**src/rtl/dsu_pkg.sv**
```systemverilog
// Shared constants and the command/status types that join the DSU controller and datapath.
`default_nettype none

package dsu_pkg;

	localparam int NODE_W          = 10;
	localparam int DEF_MAX_NODES   = 1024;
	localparam int IN_TDATA_W      = 24;
	localparam int IN_TUSER_W      = 1;
	localparam int OUT_TDATA_W     = 16;

	// opcode values carried on s_axis_tuser
	localparam logic OP_FIND  = 1'b0;
	localparam logic OP_UNION = 1'b1;

	typedef struct packed {
		logic clr_wr;      // write -1 at the clear pointer and advance it
		logic accept;      // latch a request, start the find of node_a
		logic start_b;     // start the find of node_b
		logic walk_step;   // follow the parent link just read
		logic walk_end;    // record the root and its size for the current find
		logic cmp_start;   // begin path rewrite at the start node
		logic cmp_step;    // point the current entry at the root, follow its old link
		logic link_keep;   // write the summed size into the surviving root
		logic link_child;  // point the absorbed root at the surviving root
		logic load_out;    // load the result register
		logic find_b;      // level: the current find is the one of node_b
	} dsu_cmd_t;

	typedef struct packed {
		logic clr_last;    // clear pointer at the last entry
		logic in_range;    // request nodes lie inside the table
		logic is_union;    // latched opcode is a union
		logic is_root;     // entry just read holds a negated size
		logic at_start;    // root is the start node itself
		logic cmp_end;     // link just read points at the root
		logic same_root;   // both finds ended at one root
	} dsu_stat_t;

endpackage

`default_nettype wire

```
**src/rtl/dsu_controller.sv**
```systemverilog
// DSU controller: sequences clearing, finds, path rewrite, linking and result handoff.
`default_nettype none

module dsu_controller (
	input  wire logic               clk,
	input  wire logic               arst_n,
	input  wire logic               s_axis_tvalid,
	output logic                    s_axis_tready,
	output logic                    m_axis_tvalid,
	input  wire logic               m_axis_tready,
	input  wire dsu_pkg::dsu_stat_t stat,
	output dsu_pkg::dsu_cmd_t       cmd
);
	import dsu_pkg::*;

	typedef enum logic [2:0] {
		ST_CLEAR,
		ST_IDLE,
		ST_WALK,
		ST_CMP,
		ST_AFTER,
		ST_LINK,
		ST_LINK2,
		ST_FINISH
	} state_t;

	state_t state_q;
	logic   find_b_q;
	logic   out_valid_q;
	logic   can_load;

	assign can_load      = !out_valid_q || m_axis_tready;
	assign s_axis_tready = state_q == ST_IDLE;
	assign m_axis_tvalid = out_valid_q;

	always_comb begin
		cmd        = '0;
		cmd.find_b = find_b_q;
		case (state_q)
			ST_CLEAR: cmd.clr_wr = 1'b1;
			ST_IDLE:  cmd.accept = s_axis_tvalid;
			ST_WALK: begin
				if (stat.in_range) begin
					if (!stat.is_root) begin
						cmd.walk_step = 1'b1;
					end else begin
						cmd.walk_end  = 1'b1;
						cmd.cmp_start = !stat.at_start;
					end
				end
			end
			ST_CMP:   cmd.cmp_step = 1'b1;
			ST_AFTER: cmd.start_b = stat.is_union && !find_b_q;
			ST_LINK:  cmd.link_keep = 1'b1;
			ST_LINK2: cmd.link_child = 1'b1;
			ST_FINISH: cmd.load_out = can_load;
			default: cmd = '0;
		endcase
	end

	always_ff @(posedge clk or negedge arst_n) begin
		if (!arst_n) begin
			state_q     <= ST_CLEAR;
			find_b_q    <= 1'b0;
			out_valid_q <= 1'b0;
		end else begin
			if (cmd.load_out) begin
				out_valid_q <= 1'b1;
			end else if (out_valid_q && m_axis_tready) begin
				out_valid_q <= 1'b0;
			end
			case (state_q)
				ST_CLEAR: begin
					if (stat.clr_last) begin
						state_q <= ST_IDLE;
					end
				end
				ST_IDLE: begin
					if (s_axis_tvalid) begin
						state_q <= ST_WALK;
					end
				end
				ST_WALK: begin
					if (!stat.in_range) begin
						state_q <= ST_FINISH;
					end else if (stat.is_root) begin
						state_q <= stat.at_start ? ST_AFTER : ST_CMP;
					end
				end
				ST_CMP: begin
					if (stat.cmp_end) begin
						state_q <= ST_AFTER;
					end
				end
				ST_AFTER: begin
					if (stat.is_union && !find_b_q) begin
						find_b_q <= 1'b1;
						state_q  <= ST_WALK;
					end else if (stat.is_union && !stat.same_root) begin
						state_q <= ST_LINK;
					end else begin
						state_q <= ST_FINISH;
					end
				end
				ST_LINK:  state_q <= ST_LINK2;
				ST_LINK2: state_q <= ST_FINISH;
				ST_FINISH: begin
					if (can_load) begin
						find_b_q <= 1'b0;
						state_q  <= ST_IDLE;
					end
				end
				default: state_q <= ST_IDLE;
			endcase
		end
	end

	a_no_accept_in_clear: assert property (@(posedge clk) disable iff (!arst_n)
		state_q == ST_CLEAR |-> !s_axis_tready)
		else $error("request accepted during table clear");

	a_accept_starts_walk: assert property (@(posedge clk) disable iff (!arst_n)
		(s_axis_tvalid && s_axis_tready) |=> state_q == ST_WALK && !find_b_q)
		else $error("accepted request did not start the first find");

	a_load_shows_result: assert property (@(posedge clk) disable iff (!arst_n)
		cmd.load_out |=> m_axis_tvalid)
		else $error("loaded result not presented");

	a_link_pair: assert property (@(posedge clk) disable iff (!arst_n)
		cmd.link_keep |=> cmd.link_child)
		else $error("size update not followed by child link");

endmodule

`default_nettype wire
```
**config.mk**
```make
export PLATFORM = sky130hd
export DESIGN_NAME = dsu_controller
export DESIGN_NICKNAME = d
export VERILOG_FILES = /design/src/rtl/dsu_pkg.sv /design/src/rtl/dsu_controller.sv
export SDC_FILE = /design/constraint.sdc
export NUM_CORES = 1
export LEC_CHECK = 0
export BUFFER_PORTS_ARGS = -buffer_cell sky130_fd_sc_hd__buf_4
export CORE_AREA = 2 2 39 41
export CTS_CLUSTER_DIAMETER = 50
export DETAILED_ROUTE_END_ITERATION = 7
export DIE_AREA = 0 0 41 43
export GPL_ROUTABILITY_DRIVEN = 0
export HOLD_SLACK_MARGIN = 0.03
export PLACE_DENSITY = 0.58
export SYNTH_ARGS = -nofsm -noshare
export SYNTH_HDL_FRONTEND = slang
export SYNTH_SLANG_ARGS = --single-unit
export TNS_END_PERCENT = 20
```
**constraint.sdc**
```tcl
create_clock -name clk -period 4.6 [get_ports clk]
set_clock_uncertainty 0.2 [all_clocks]
set_input_delay 0.92 -clock clk [delete_from_list [all_inputs] [get_ports clk]]
set_output_delay 0.92 -clock clk [all_outputs]
set_load 0.01 [all_outputs]
```
==> impl_metrics.yaml <==
clock_tree:
  htree_levels: 1
  cts.sinks: 5
  clock_latency_ns: 0.24
  clk_pin_slew_ns: 0.04
  cts_tree: "built"
  ctsResizeCount: 0
  cts_max_path_buffers: 2
  root_buffer: "clkbuf_4"
  cts_made_buffers: 3
  holdBufCountCts: 0
  postCtsSetupBuffers: 0
synth:
  synth_adder_area_share: 0
  synth_nets: 64
  synth-xor-area-share: 0
  ys_ff_latch: 5
  ys_seq_area_frac: 0.286
  synth-compound-area-share: 0.323
  synth_top_family_by_area: "simple AND/OR/NAND/NOR gates"
  syn_area_um2: 438
  synth_cell_types: 32
  avgSynthCellArea_um2: 8.26
  synth_area_leaders: "dfrtp_1, a2111oi_4, nor2_1"
  synth_warnings: 0
  synth_simple_gate_area_frac: 0.326
  synth.largest_area_cell: "dfrtp_1"
  synth_mux_area_frac: 0
  yosysTopAreaCellShare: 0.286
  syn_inst: 53
power_and_ir_drop:
  p_sw_frac: 0.455
  comb_power_share: 0.544
  leakage_uw: 0.000305
  p_per_area_nw_per_um2: 616
  p_sw_uw: 178
  power_frac_clock: 0.123
  vdd_ir_drop_max_mv: 0.389
  power.share.sequential: 0.333
  p_int_uw: 213
timing:
  finalSetupViolations: 0
  maxSlewHeadroom: 0.653
  fin_tns_setup_ns: 0
  final_max_slew_viol_count: 0
  fmaxAchievable_mhz: 348
  tightest_slew_ns: 0.520
  hold_viol: 0
  min_period_ns: 2.87
  post-route-period-util: 0.625
  rsz0062_at_grt: "no"
  holdWs_ns: 0.273
placement:
  portBuffers: 23
  dp_hpwl_um: 791
  dpl.cell_count: 88
setup_path:
  path_class: "primary input to output pin"
  reg2reg_depth: 4
  worstReg2RegEnd: "state_q[0]$_DFFE_PN0P_"
  worst-path-max-fanout: 4
  arrival_ns: 1.75
  endpoint_kind: "output pin"
  worst_setup_path_start_kind: "primary input"
  crit_required_ns: 3.48
  rrSetupSlack_ns: 2.83
  reg2reg_from: "state_q[0]$_DFFE_PN0P_"
die:
  row_count: 14
  die_area_um2: 1760
  core_area_um2: 1380
  die_w_um: 41
  fp.dieH_um: 43
  io_pins: 24
  start_util: 0.316
route:
  wl_per_cell_um: 11.1
  drt-total-wl_mm: 1.02
  ant_nets: 0
  vias: 459
  first_iter_violations: 8
  drc_errors: 0
  vias_per_cell: 4.99
  firstDrtPassIters: 4
global_route:
  antenna_found_initial: 0
  grt_pass1_vias: 378
  grt-ovfl-total: 0
  grt_use_total: 0.136
  grt_max_degree: 18
  grt_pass1_wl_mm: 1.68
cells_and_area:
  antenna_cells: 0
  final_util: 0.459
  area_growth_pct: 45.1
  final_cells: 92
  final_nets: 88
  final_layout_size_suffix_gt1_frac: 0.408
min_path:
  hp-class: "primary input to async pin"
flow_run:
  drv_cap: 0
status:
  status: "finished, final reports clean"
-- stage by stage --
step | power [uW] | setup slack (ns) | cell area (um^2)
3_5_place_dp | 346 | 1.71 | 609
2_1_floorplan | 271 | 1.85 | 438
6_report | 392 | 1.73 | 636
3_3_place_gp | 347 | 1.74 | 609
4_1_cts | 396 | 1.71 | 636
5_1_grt | 435 | 1.66 | 636
-- critical path, cell delays in order --
cell and delay [ns]:
buf_4 0.10, nor4bb_1 0.30, and2_1 0.18, nor2b_1 0.13, buf_4 0.12
-- cell type report --
class	instances	area, um^2
fill	156	748
multi-input combinational	42	284
timing repair buffer	23	173
sequential	5	125
clock buffer	4	26.3
tap	16	20.0
inverter	2	7.51
-- Yosys cell counts (all sizes together) --
master   count
a21o         1
and3         2
a21boi       1
a22oi        1
o21ai        4
and2b        1
and2         2
or3b         1
a221oi       1
nor3         3
dfrtp        5
nor2         7
nor4bb       1
buf          3
a2111oi      1
nand2        1
a211o        1
o41ai        1
nand3        1
clkbuf       1
nor2b        3
nand2b       1
inv          2
a21oi        4
o21a         1
nand4bb      1
a31oi        2
-- flip-flops by register name, indices dropped and copies added, names as in the netlist --
signal and cells:
m_axis_tvalid 1, state_q 3, find_b_q 1
-- cells in the final DEF (no fill, tap or decap), types with 3 or more instances in the layout --
master	synthesis	final
buf_4	1	23
nor3_1	3	3
nor2_1	6	6
clkbuf_4	0	3
dfrtp_1	5	5
a21oi_1	4	4
-- worst max path at each step --
stage	from	endpoint	slack, ns	cells past startpoint
after floorplan	stat[5]	cmd[5]	1.85	3
after global placement	stat[5]	cmd[5]	1.74	5
after detailed placement	stat[5]	cmd[5]	1.71	5
after CTS	stat[5]	cmd[5]	1.71	5
after global routing	stat[5]	cmd[5]	1.66	5
final	stat[5]	cmd[5]	1.73	5
-- kinds of logic (layout without fill, tap and decap cells) --
| logic type | Yosys count | after routing |
|---|---|---|
| simple gates | 24 | 24 |
| compound gates | 18 | 18 |
| buf+inv | 6 | 29 |
| flops | 5 | 5 |
-- power groups by stage --
stage                     registers (uW)  clock network (uW)  logic (uW)
after floorplan                     95.7                   0         176
after CTS                            130                50.6         216
final                                130                48.2         213
after detailed placement             131                   0         215
after global routing                 142                51.5         242
after global placement               131                   0         216
-- layer usage --
layer	global-route usage	up-vias	share of wire
met2	0.184	16	0.46
met4	0.0600	0	0.014
met3	0	2	0.067
li1	-	239	-
met5	0	-	0
met1	0.218	202	0.46
No activity file was read; power rests on OpenSTA's default activity.
